## src/design/modular_exponentiation_top_defines.svh

```systemverilog
// Assertion macros for the modular exponentiation block.
// Included by the modules that carry concurrent assertions; needs clk and rst_n in scope.
`ifndef MODULAR_EXPONENTIATION_TOP_DEFINES_SVH
`define MODULAR_EXPONENTIATION_TOP_DEFINES_SVH

`ifndef NO_ASSERTIONS
`define MEXP_ASSERT(lbl, cond, msg) \
    lbl: assert property (@(posedge clk) disable iff (!rst_n) (cond)) else $error(msg);
`define MEXP_ASSERT_NEXT(lbl, ante, cons, msg) \
    lbl: assert property (@(posedge clk) disable iff (!rst_n) (ante) |=> (cons)) \
        else $error(msg);
`else
`define MEXP_ASSERT(lbl, cond, msg)
`define MEXP_ASSERT_NEXT(lbl, ante, cons, msg)
`endif

`endif

```

## src/design/mexp_pkg.sv

```systemverilog
// Shared types and constants of the modular exponentiation block.
// Used by mexp_mulmod and modular_exponentiation_top; depends on nothing.
package mexp_pkg;

    localparam int WORD_W = 31;
    localparam int CNT_W = $clog2(WORD_W);
    localparam int EXPONENT_W = 32;
    localparam int EXP_BITS_MAX = 64;
    localparam int EXP_BITS_DEFAULT = 32;
    localparam logic [WORD_W-1:0] MODULUS_RESET = 31'd998244353;

    typedef struct packed {
        logic busy;
        logic done;
    } mexp_mul_stat_t;

    typedef enum logic [2:0] {
        ST_IDLE,
        ST_REDUCE,
        ST_SQUARE,
        ST_MULTIPLY,
        ST_FINISH
    } mexp_state_t;

endpackage

```

## src/design/mexp_mulmod.sv

```systemverilog
// Bit-serial interleaved shift-add modular multiplier, one bit of op_a per cycle.
// Depends on mexp_pkg and modular_exponentiation_top_defines.svh.
`include "modular_exponentiation_top_defines.svh"

module mexp_mulmod (
    input  logic                           clk,
    input  logic                           rst_n,
    input  logic                           start,
    input  logic [mexp_pkg::WORD_W-1:0]    op_a,
    input  logic [mexp_pkg::WORD_W-1:0]    op_b,
    input  logic [mexp_pkg::WORD_W-1:0]    modulus,
    output mexp_pkg::mexp_mul_stat_t       stat,
    output logic [mexp_pkg::WORD_W-1:0]    product
);

    localparam int W = mexp_pkg::WORD_W;
    localparam int CW = mexp_pkg::CNT_W;

    logic          busy_reg, busy_next;
    logic          done_reg, done_next;
    logic [CW-1:0] cnt_reg, cnt_next;
    logic [W-1:0]  a_reg, a_next;
    logic [W-1:0]  b_reg, b_next;
    logic [W-1:0]  r_reg, r_next;
    logic [W+1:0]  sum;
    logic [W+1:0]  diff1;
    logic [W+1:0]  diff2;
    logic [W+1:0]  mod1;
    logic [W+1:0]  mod2;

    // The running remainder stays below the modulus, so 2r + b is below three times it.
    assign mod1  = {2'b00, modulus};
    assign mod2  = {1'b0, modulus, 1'b0};
    assign sum   = {1'b0, r_reg, 1'b0} + (a_reg[W-1] ? {2'b00, b_reg} : '0);
    assign diff1 = sum - mod1;
    assign diff2 = sum - mod2;

    always_comb
    begin
        busy_next = busy_reg;
        done_next = 1'b0;
        cnt_next  = cnt_reg;
        a_next    = a_reg;
        b_next    = b_reg;
        r_next    = r_reg;
        if (start)
        begin
            busy_next = 1'b1;
            cnt_next  = CW'(W - 1);
            a_next    = op_a;
            b_next    = op_b;
            r_next    = '0;
        end
        else if (busy_reg)
        begin
            a_next   = {a_reg[W-2:0], 1'b0};
            cnt_next = cnt_reg - CW'(1);
            if (sum >= mod2)
            begin
                r_next = diff2[W-1:0];
            end
            else if (sum >= mod1)
            begin
                r_next = diff1[W-1:0];
            end
            else
            begin
                r_next = sum[W-1:0];
            end
            if (cnt_reg == '0)
            begin
                busy_next = 1'b0;
                done_next = 1'b1;
            end
        end
    end

    always_ff @(posedge clk or negedge rst_n)
    begin
        if (!rst_n)
        begin
            busy_reg <= 1'b0;
            done_reg <= 1'b0;
            cnt_reg  <= '0;
        end
        else
        begin
            busy_reg <= busy_next;
            done_reg <= done_next;
            cnt_reg  <= cnt_next;
        end
    end

    always_ff @(posedge clk)
    begin
        a_reg <= a_next;
        b_reg <= b_next;
        r_reg <= r_next;
    end

    assign stat.busy = busy_reg;
    assign stat.done = done_reg;
    assign product   = r_reg;

    `MEXP_ASSERT_NEXT(a_last_bit_done, busy_reg && cnt_reg == '0 && !start, done_reg, "Multiplier finished its last bit without signalling done.")
    `MEXP_ASSERT(a_done_not_busy, !(done_reg && busy_reg), "Multiplier signals done while still busy.")
    `MEXP_ASSERT(a_start_not_busy, !(start && busy_reg), "Multiplier launched while busy.")

endmodule

```

## src/design/modular_exponentiation_top.sv

```systemverilog
// Usage
// A transfer on the s_axis channel carries one base and one exponent; the block
// returns base to the power of exponent, reduced modulo the configured modulus, as
// one transfer on the m_axis channel. The modulus is written through cfg_we and
// cfg_wdata and resets to 998244353; the user must write it only while no item is
// in work, as the block does not enforce this. Each modular multiplication runs
// through a bit-serial multiplier that handles one bit of its operand per cycle,
// which sets the pace. An item needs one multiplication to reduce the base, one
// squaring for each of the low EXP_BITS exponent bits and one more for each of
// them that is set; the next item can be taken in the cycle the result appears.
// A modulus below two gives a result of zero without running the multiplier.
// One item is in work at a time; s_axis_tready is high while the engine is free,
// also while a finished result still waits in the output register.
// When the receiver stalls, the result is held on m_axis and the next item may be
// taken and worked on, but it waits at the end until the output register is free.
// Reset clears the engine and the output valid and restores the default modulus.
// Depends on mexp_pkg, mexp_mulmod and modular_exponentiation_top_defines.svh.
`include "modular_exponentiation_top_defines.svh"

module modular_exponentiation_top #(
    parameter int EXP_BITS = mexp_pkg::EXP_BITS_DEFAULT
) (
    input  logic        clk,
    input  logic        rst_n,
    input  logic        cfg_we,
    input  logic [30:0] cfg_wdata,     // modulus
    input  logic        s_axis_tvalid,
    output logic        s_axis_tready,
    input  logic [63:0] s_axis_tdata,  // base [30:0], exponent [62:31], zero [63]
    output logic        m_axis_tvalid,
    input  logic        m_axis_tready,
    output logic [31:0] m_axis_tdata   // power [30:0], zero [31]
);

    localparam int W = mexp_pkg::WORD_W;
    localparam int EW = mexp_pkg::EXPONENT_W;
    localparam int XW = mexp_pkg::EXP_BITS_MAX;
    localparam int ECW = $clog2(EXP_BITS + 1);
    localparam logic [W-1:0] ONE = W'(1);

    mexp_pkg::mexp_state_t    state_reg, state_next;
    mexp_pkg::mexp_mul_stat_t mul_stat;

    logic [W-1:0]        modulus_reg;
    logic                out_valid_reg, out_valid_next;
    logic                start_reg, start_next;
    logic [ECW-1:0]      cnt_reg, cnt_next;
    logic [EXP_BITS-1:0] exp_reg, exp_next;
    logic [W-1:0]        acc_reg, acc_next;
    logic [W-1:0]        bred_reg, bred_next;
    logic [W-1:0]        opa_reg, opa_next;
    logic [W-1:0]        opb_reg, opb_next;
    logic [W-1:0]        res_reg, res_next;
    logic [W-1:0]        product;
    logic [XW-1:0]       exp_ext;
    logic                step_done;
    logic [W-1:0]        step_val;

    assign exp_ext = {{(XW - EW){1'b0}}, s_axis_tdata[W+EW-1:W]};

    mexp_mulmod u_mulmod (
        .clk     (clk),
        .rst_n   (rst_n),
        .start   (start_reg),
        .op_a    (opa_reg),
        .op_b    (opb_reg),
        .modulus (modulus_reg),
        .stat    (mul_stat),
        .product (product)
    );

    always_comb
    begin
        state_next     = state_reg;
        out_valid_next = out_valid_reg;
        start_next     = 1'b0;
        cnt_next       = cnt_reg;
        exp_next       = exp_reg;
        acc_next       = acc_reg;
        bred_next      = bred_reg;
        opa_next       = opa_reg;
        opb_next       = opb_reg;
        res_next       = res_reg;
        step_done      = 1'b0;
        step_val       = product;
        s_axis_tready  = (state_reg == mexp_pkg::ST_IDLE);

        if (out_valid_reg && m_axis_tready)
        begin
            out_valid_next = 1'b0;
        end

        case (state_reg)
            mexp_pkg::ST_IDLE:
            begin
                if (s_axis_tvalid)
                begin
                    exp_next = exp_ext[EXP_BITS-1:0];
                    cnt_next = ECW'(EXP_BITS);
                    if (modulus_reg < W'(2))
                    begin
                        acc_next   = '0;
                        state_next = mexp_pkg::ST_FINISH;
                    end
                    else
                    begin
                        opa_next   = s_axis_tdata[W-1:0];
                        opb_next   = ONE;
                        start_next = 1'b1;
                        state_next = mexp_pkg::ST_REDUCE;
                    end
                end
            end
            mexp_pkg::ST_REDUCE:
            begin
                if (mul_stat.done)
                begin
                    bred_next  = product;
                    acc_next   = ONE;
                    opa_next   = ONE;
                    opb_next   = ONE;
                    start_next = 1'b1;
                    state_next = mexp_pkg::ST_SQUARE;
                end
            end
            mexp_pkg::ST_SQUARE:
            begin
                if (mul_stat.done)
                begin
                    acc_next = product;
                    if (exp_reg[EXP_BITS-1])
                    begin
                        opa_next   = product;
                        opb_next   = bred_reg;
                        start_next = 1'b1;
                        state_next = mexp_pkg::ST_MULTIPLY;
                    end
                    else
                    begin
                        step_done = 1'b1;
                    end
                end
            end
            mexp_pkg::ST_MULTIPLY:
            begin
                if (mul_stat.done)
                begin
                    acc_next  = product;
                    step_done = 1'b1;
                end
            end
            mexp_pkg::ST_FINISH:
            begin
                if (!out_valid_reg || m_axis_tready)
                begin
                    res_next       = acc_reg;
                    out_valid_next = 1'b1;
                    state_next     = mexp_pkg::ST_IDLE;
                end
            end
            default:
            begin
                state_next = mexp_pkg::ST_IDLE;
            end
        endcase

        if (step_done)
        begin
            exp_next = exp_reg << 1;
            cnt_next = cnt_reg - ECW'(1);
            if (cnt_reg == ECW'(1))
            begin
                state_next = mexp_pkg::ST_FINISH;
            end
            else
            begin
                opa_next   = step_val;
                opb_next   = step_val;
                start_next = 1'b1;
                state_next = mexp_pkg::ST_SQUARE;
            end
        end
    end

    always_ff @(posedge clk or negedge rst_n)
    begin
        if (!rst_n)
        begin
            state_reg     <= mexp_pkg::ST_IDLE;
            out_valid_reg <= 1'b0;
            start_reg     <= 1'b0;
            cnt_reg       <= '0;
            modulus_reg   <= mexp_pkg::MODULUS_RESET;
        end
        else
        begin
            state_reg     <= state_next;
            out_valid_reg <= out_valid_next;
            start_reg     <= start_next;
            cnt_reg       <= cnt_next;
            if (cfg_we)
            begin
                modulus_reg <= cfg_wdata;
            end
        end
    end

    always_ff @(posedge clk)
    begin
        exp_reg  <= exp_next;
        acc_reg  <= acc_next;
        bred_reg <= bred_next;
        opa_reg  <= opa_next;
        opb_reg  <= opb_next;
        res_reg  <= res_next;
    end

    assign m_axis_tvalid = out_valid_reg;
    assign m_axis_tdata  = {1'b0, res_reg};

    `MEXP_ASSERT_NEXT(a_start_busy, start_reg, mul_stat.busy, "Multiplier did not start after a launch.")
    `MEXP_ASSERT(a_ready_engine_free, !(s_axis_tready && (mul_stat.busy || start_reg)), "Input ready while the multiplier is in use.")
    `MEXP_ASSERT_NEXT(a_out_hold, m_axis_tvalid && !m_axis_tready, m_axis_tvalid && $stable(m_axis_tdata), "Result changed or dropped during a stall.")

endmodule
```

## config.mk

```make
export PLATFORM = sky130hd
export DESIGN_NAME = modular_exponentiation_top
export DESIGN_NICKNAME = d
export VERILOG_FILES = /design/src/design/mexp_pkg.sv /design/src/design/mexp_mulmod.sv /design/src/design/modular_exponentiation_top.sv
export VERILOG_INCLUDE_DIRS = /design/src /design/src/design
export SDC_FILE = /design/constraint.sdc
export NUM_CORES = 1
export LEC_CHECK = 0
export ABC_AREA = 1
export BUFFER_PORTS_ARGS = -buffer_cell sky130_fd_sc_hd__buf_2
export CAP_MARGIN = 10
export CORE_ASPECT_RATIO = 2
export CORE_MARGIN = 4
export CORE_UTILIZATION = 60
export CTS_CLUSTER_SIZE = 24
export DETAILED_ROUTE_END_ITERATION = 7
export PLACE_DENSITY = 0.87
export SYNTH_ARGS = -nofsm -noshare
export SYNTH_HDL_FRONTEND = slang
export SYNTH_SLANG_ARGS = --single-unit
```

## constraint.sdc

```tcl
create_clock -name clk -period 8.4 [get_ports clk]
set_clock_uncertainty 0.05 [all_clocks]
set_input_delay 1.68 -clock clk [delete_from_list [all_inputs] [get_ports clk]]
set_output_delay 1.68 -clock clk [all_outputs]
set_load 0.02 [all_outputs]
```

Word-level counts from Yosys, hierarchy flattened
Index checks and enable logic that the tools add are counted.

operators by class
  $add $sub $neg = 5
  $lt $le $gt $ge = 3
  equality and inequality tests = 15
  multiplexer cells = 63
  reductions and logical operators = 16

operators with widths
  cell                                                                           number
  31-bit 2-to-1 mux                                                              23
  31-bit one-hot mux with 3 select lines                                         3
  32-bit 2-to-1 mux                                                              3
  31-bit subtractor                                                              2
  32-bit by 31-bit adder with 33-bit output                                      1
  33-bit by 31-bit >= comparator with 1-bit output                               1
  33-bit by 32-bit >= comparator with 1-bit output                               1
  31-bit by 2-bit less-than comparator with 1-bit output, second input constant  1
  3-bit 2-to-1 mux                                                               8
  1-bit 2-to-1 mux                                                               18
  6-bit 2-to-1 mux                                                               3
  3-bit one-hot mux with 5 select lines                                          1
  5-bit 2-to-1 mux                                                               2
  3-bit by 2-bit inequality test with 1-bit output, second input constant        3
  2-bit AND reduction                                                            4
  3-bit by 2-bit equality test with 1-bit output, second input constant          2
  6-bit by 1-bit equality test with 1-bit output, second input constant          1
  2-bit by 1-bit inequality test with 1-bit output, second input constant        3
  3-bit inequality test, second input constant                                   2
  6-bit AND reduction                                                            1
  2-bit nonzero test                                                             3
  6-bit by 1-bit subtractor with 6-bit output, second input constant             1
  5-bit zero test                                                                1
  5-bit AND reduction                                                            1
  other kinds (12)                                                               13

storage, ports and cells
  register bits = 329
  bits of input ports = 100
  logic and storage cells = 120

Depth between registers and ports, before layout
  depth after elaboration = 6
  gate-level depth with buffers = 33
  depth with buffers taken out = 31

Cells and area by module
A second synthesis with hierarchy kept.

second synthesis, totals
  cell total of the unflattened synthesis = 2529
  area total of the unflattened synthesis = 19846.5 µm²

by module, submodules not included
  module                      times used  cells each  area an instance (µm²)  seq. area each (µm²)
  mexp_mulmod                 1           1623        10516.3                 2657.5
  modular_exponentiation_top  1           906         9330.2                  6044.5

Least setup slack after synthesis
No wires, ideal clock.

  path kind = input to register
  start = input s_axis_tvalid
  end = register acc_reg[0] (enable)
  setup time = 0.587 ns
  arrival time = 6.663 ns
  slack = 1.100 ns
  cell stages on the path = 2
  path buffers = 0
  cells stage by stage = nor2_1 > a2111oi_0

between the ends
  longest elaborated chain between the ends = 2

RTL lines
  element                                 line                               source
  start: declaration                      modular_exponentiation_top.sv:27   input logic s_axis_tvalid,
  2-bit inequality test (no source line)  --
  5-bit AND reduction (no source line)    --
  end signal: assignment                  modular_exponentiation_top.sv:211  acc_reg <= acc_next;
  end: declaration                        modular_exponentiation_top.sv:49   logic [W-1:0] acc_reg, acc_next;

Every way passes these cells.
A chain may end at the register's enable or synchronous reset.

Final worst setup path
  start = register u_mulmod.a_reg[30]
  end = register u_mulmod.r_reg[19] (netlist: u_mulmod.product[19])

between the ends
  longest elaborated chain between the ends = 5

RTL lines
  element                                                                                line                                  source
  start: declaration                                                                     mexp_mulmod.sv:22                     logic [W-1:0] a_reg, a_next;
  start signal: assignment                                                               mexp_mulmod.sv:96                     a_reg <= a_next;
  31-bit 2-to-1 mux *                                                                    mexp_mulmod.sv:34                     assign sum = {1'b0, r_reg, 1'b0} + (a_reg[W-1] ? {2'b00, b_reg} : '0);
  32-bit by 31-bit adder with 33-bit output *                                            mexp_mulmod.sv:34
  31-bit subtractor or 33-bit by 31-bit >= comparator with 1-bit output (tied branches)  mexp_mulmod.sv:35, mexp_mulmod.sv:62
  31-bit 2-to-1 mux                                                                      mexp_mulmod.sv:62                     else if (sum >= mod1)
  31-bit 2-to-1 mux *                                                                    mexp_mulmod.sv:58                     if (sum >= mod2)
  end signal: assignment                                                                 mexp_mulmod.sv:98                     r_reg <= r_next;
  end: declaration                                                                       mexp_mulmod.sv:24                     logic [W-1:0] r_reg, r_next;

Every way passes the cells marked *; elsewhere a longest branch is shown, timed or not.

==> metrics.md <==
| Metric | Value |
|---|---|
| Yosys cell types | `55` |
| Hold Path Class | `reg -> reg` |
| Worst-Margin Slew | `1.21 ns` |
| Setup crit end kind | `register` |
| Ys flop type | `edfxtp_1` |
| Die area | `34800 sq um` |
| Simple-gate share of the synthesized area | `22.6%` |
| # DRC | `0` |
| Final Hold Slack | `0.369 ns` |
| Antenna diodes | `0` |
| Max reg flops | `32` |
| Xor/xnor share of the synthesized area | `3.36%` |
| Pin count of the biggest net entering global routing | `64` |
| Seq/Total Area, Yosys | `45.7%` |
| Vias in the first global route | `17373` |
| Area growth syn-to-layout | `11.0%` |
| Dpl cell area | `20100 sq um` |
| Die width | `134 um` |
| Ports | `134` |
| Max incr delay on CP | `1.11 ns` |
| Fin crit share | `74.6%` |
| Fmax | `159 MHz` |
| Worst Path Max Fanout | `32` |
| WS Path Type | `reg -> reg` |
| Initial antenna violation count | `0` |
| Die height | `260 um` |
| Hold buffers post-CTS | `0` |
| Global-route total usage across every layer | `33.7%` |
| Post-synth EDFFs | `186` |
| Final Hold Fails | `0` |
| Postcts setup bufs | `0` |
| Arrival time worst endpoint | `6.73 ns` |
| Cts bufs inserted | `28` |
| Drt total wl | `59600 um` |
| Clock-pin slew on the worst setup and hold paths | `0.07 ns` |
| CP startpoint kind | `register` |
| Status | `completed` |
| Worst-Skew Late Latency | `0.59 ns` |
| Most frequent cells in the layout | `nand2_1 (640), inv_1 (275), nor2_1 (200)` |
| GR Overflow Total | `0` |
| CTS tree | `done` |
| Synth Warn # | `0` |
| Async SR Flop Fraction | `14.9%` |
| H-tree depth | `1` |
| # rows | `92` |
| Gpl congestion | `1.04` |
| Maximum capacitance violations | `0` |
| Hpwl dp | `44200 um` |
| RSZ-0062 raised after global routing | `false` |
| Slew HR | `19.2%` |
| Slowest CP cell | `edfxtp_1` |
| Mux contribution to synthesized area | `0.164%` |
| Final min period | `6.27 ns` |
| Layout cells sized above 1 | `9.94%` |
| Most used cell along the critical path | `nand2_1` |
| Synthesized Nets | `2567` |
| Total negative slack | `0 ns` |
| Largest family of logic cells by synthesized area | `simple AND/OR/NAND/NOR gates` |
| First-pass GRT wire length | `91800 um` |
| Core area | `31400 sq um` |
| Post-CTS Resized | `0` |
| DRT Pass-1 Iters | `6` |
| CTS Sinks | `329` |
| CTS Root Cell | `clkbuf_16` |
| Fin. max-slew vios | `0` |
| Post-Synth Adder-Cell Area | `6.63%` |
| Required @ worst endpoint | `8.86 ns` |
| Synth Cell Area | `19000 sq um` |
| Drt wl/cell | `20.4 um` |
| Design Area, Final | `21100 sq um` |
| Vias per cell | `5.92` |
| Final net count | `2673` |
| Final Setup Violations | `0` |
| Mapped Cells | `2368` |
| Commonest non-fill, non-tap cell in the layout | `nand2_1` |
| Routed Antenna Nets | `0` |
| Port Buffers | `131` |
| Syn Area/Cell | `8.04 sq um` |
| Flops & latches, synth | `329` |
| Synth Area in Compound Gates | `14.2%` |
| Initial DRC count | `1633` |
| DR vias | `17283` |
| Starting density of the core | `60.6%` |
| Clock tree buffer depth | `3` |
## routing by layer
metal	track usage, %	wire [um]	vias to the layer above
met5	0	0	-
met4	20.8	4230	0
met3	2.50	3120	222
met2	63.7	31800	795
met1	35.9	20500	8114
li1	-	-	8152
## final timing paths
kind / start / to / slack, ns / cells past startpoint
setup / recovery: u_mulmod.a_reg[30] / u_mulmod.product[19] / 2.13 / 26
hold / removal: acc_reg[18] / res_reg[18] / 0.37 / 0
setup reg to reg: u_mulmod.a_reg[30] / u_mulmod.product[19] / 2.13 / 26
hold reg to reg: acc_reg[18] / res_reg[18] / 0.37 / 0
max in group asynchronous: rst_n / modulus_reg[30] / 6.64 / 2
min in group asynchronous: rst_n / m_axis_tvalid / 1.15 / 2
## critical path: cells and delay by family (launching register included)
kind	cells	cell delay [ns]
adder cells (fa/ha/maj)	3	0.76
AND/OR/NAND/NOR	18	3.17
buffers and inverters	2	0.15
XOR/XNOR	1	0.42
flip-flops	1	1.11
AO/OA/AOI/OAI	2	0.45
## Yosys cell counts, types with 26 or more instances
cell / instances / area (sq um)
nand2_1: 640 / 2400
inv_1: 275 / 1030
nor2_1: 206 / 773
a21oi_1: 187 / 936
edfxtp_1: 186 / 5590
nand3_1: 116 / 581
ha_1: 96 / 1200
o21ai_0: 95 / 475
dfxtp_1: 94 / 1880
a31oi_1: 65 / 407
clkbuf_1: 56 / 210
xor2_1: 56 / 490
dfrtp_1: 42 / 1050
a22oi_1: 31 / 233
a22o_1: 30 / 263
nor3_1: 26 / 130
## layout make-up
class | instances | area [sq um]
clock buffers | 38 | 853
clock inverters | 14 | 185
fillers | 2566 | 10300
inverters | 287 | 1080
multi-input cells | 1678 | 8980
flip-flops and latches | 329 | 8700
well taps | 423 | 529
repair buffers | 150 | 798
## cells by family after synthesis
| kind of cell | after synthesis |
|---|---|
| xor+xnor | 73 |
| mux | 3 |
| compound gates | 458 |
| simple gates | 1044 |
| other cells | 1 |
| flops | 329 |
| buf+inv | 361 |
| fa+ha+maj | 99 |
## metrics by stage
stage,setup slack (ns),utilization (%),cells
3_5_place_dp,2.43,63.9,2867
3_3_place_gp,2.50,63.9,2867
4_1_cts,2.36,67.2,2919
2_1_floorplan,1.10,-,2368
6_report,2.13,67.2,2919
5_1_grt,1.80,67.2,2919
Power is not shown: default switching activity piles up to over one toggle a cycle in this logic, so the estimate is an artifact.
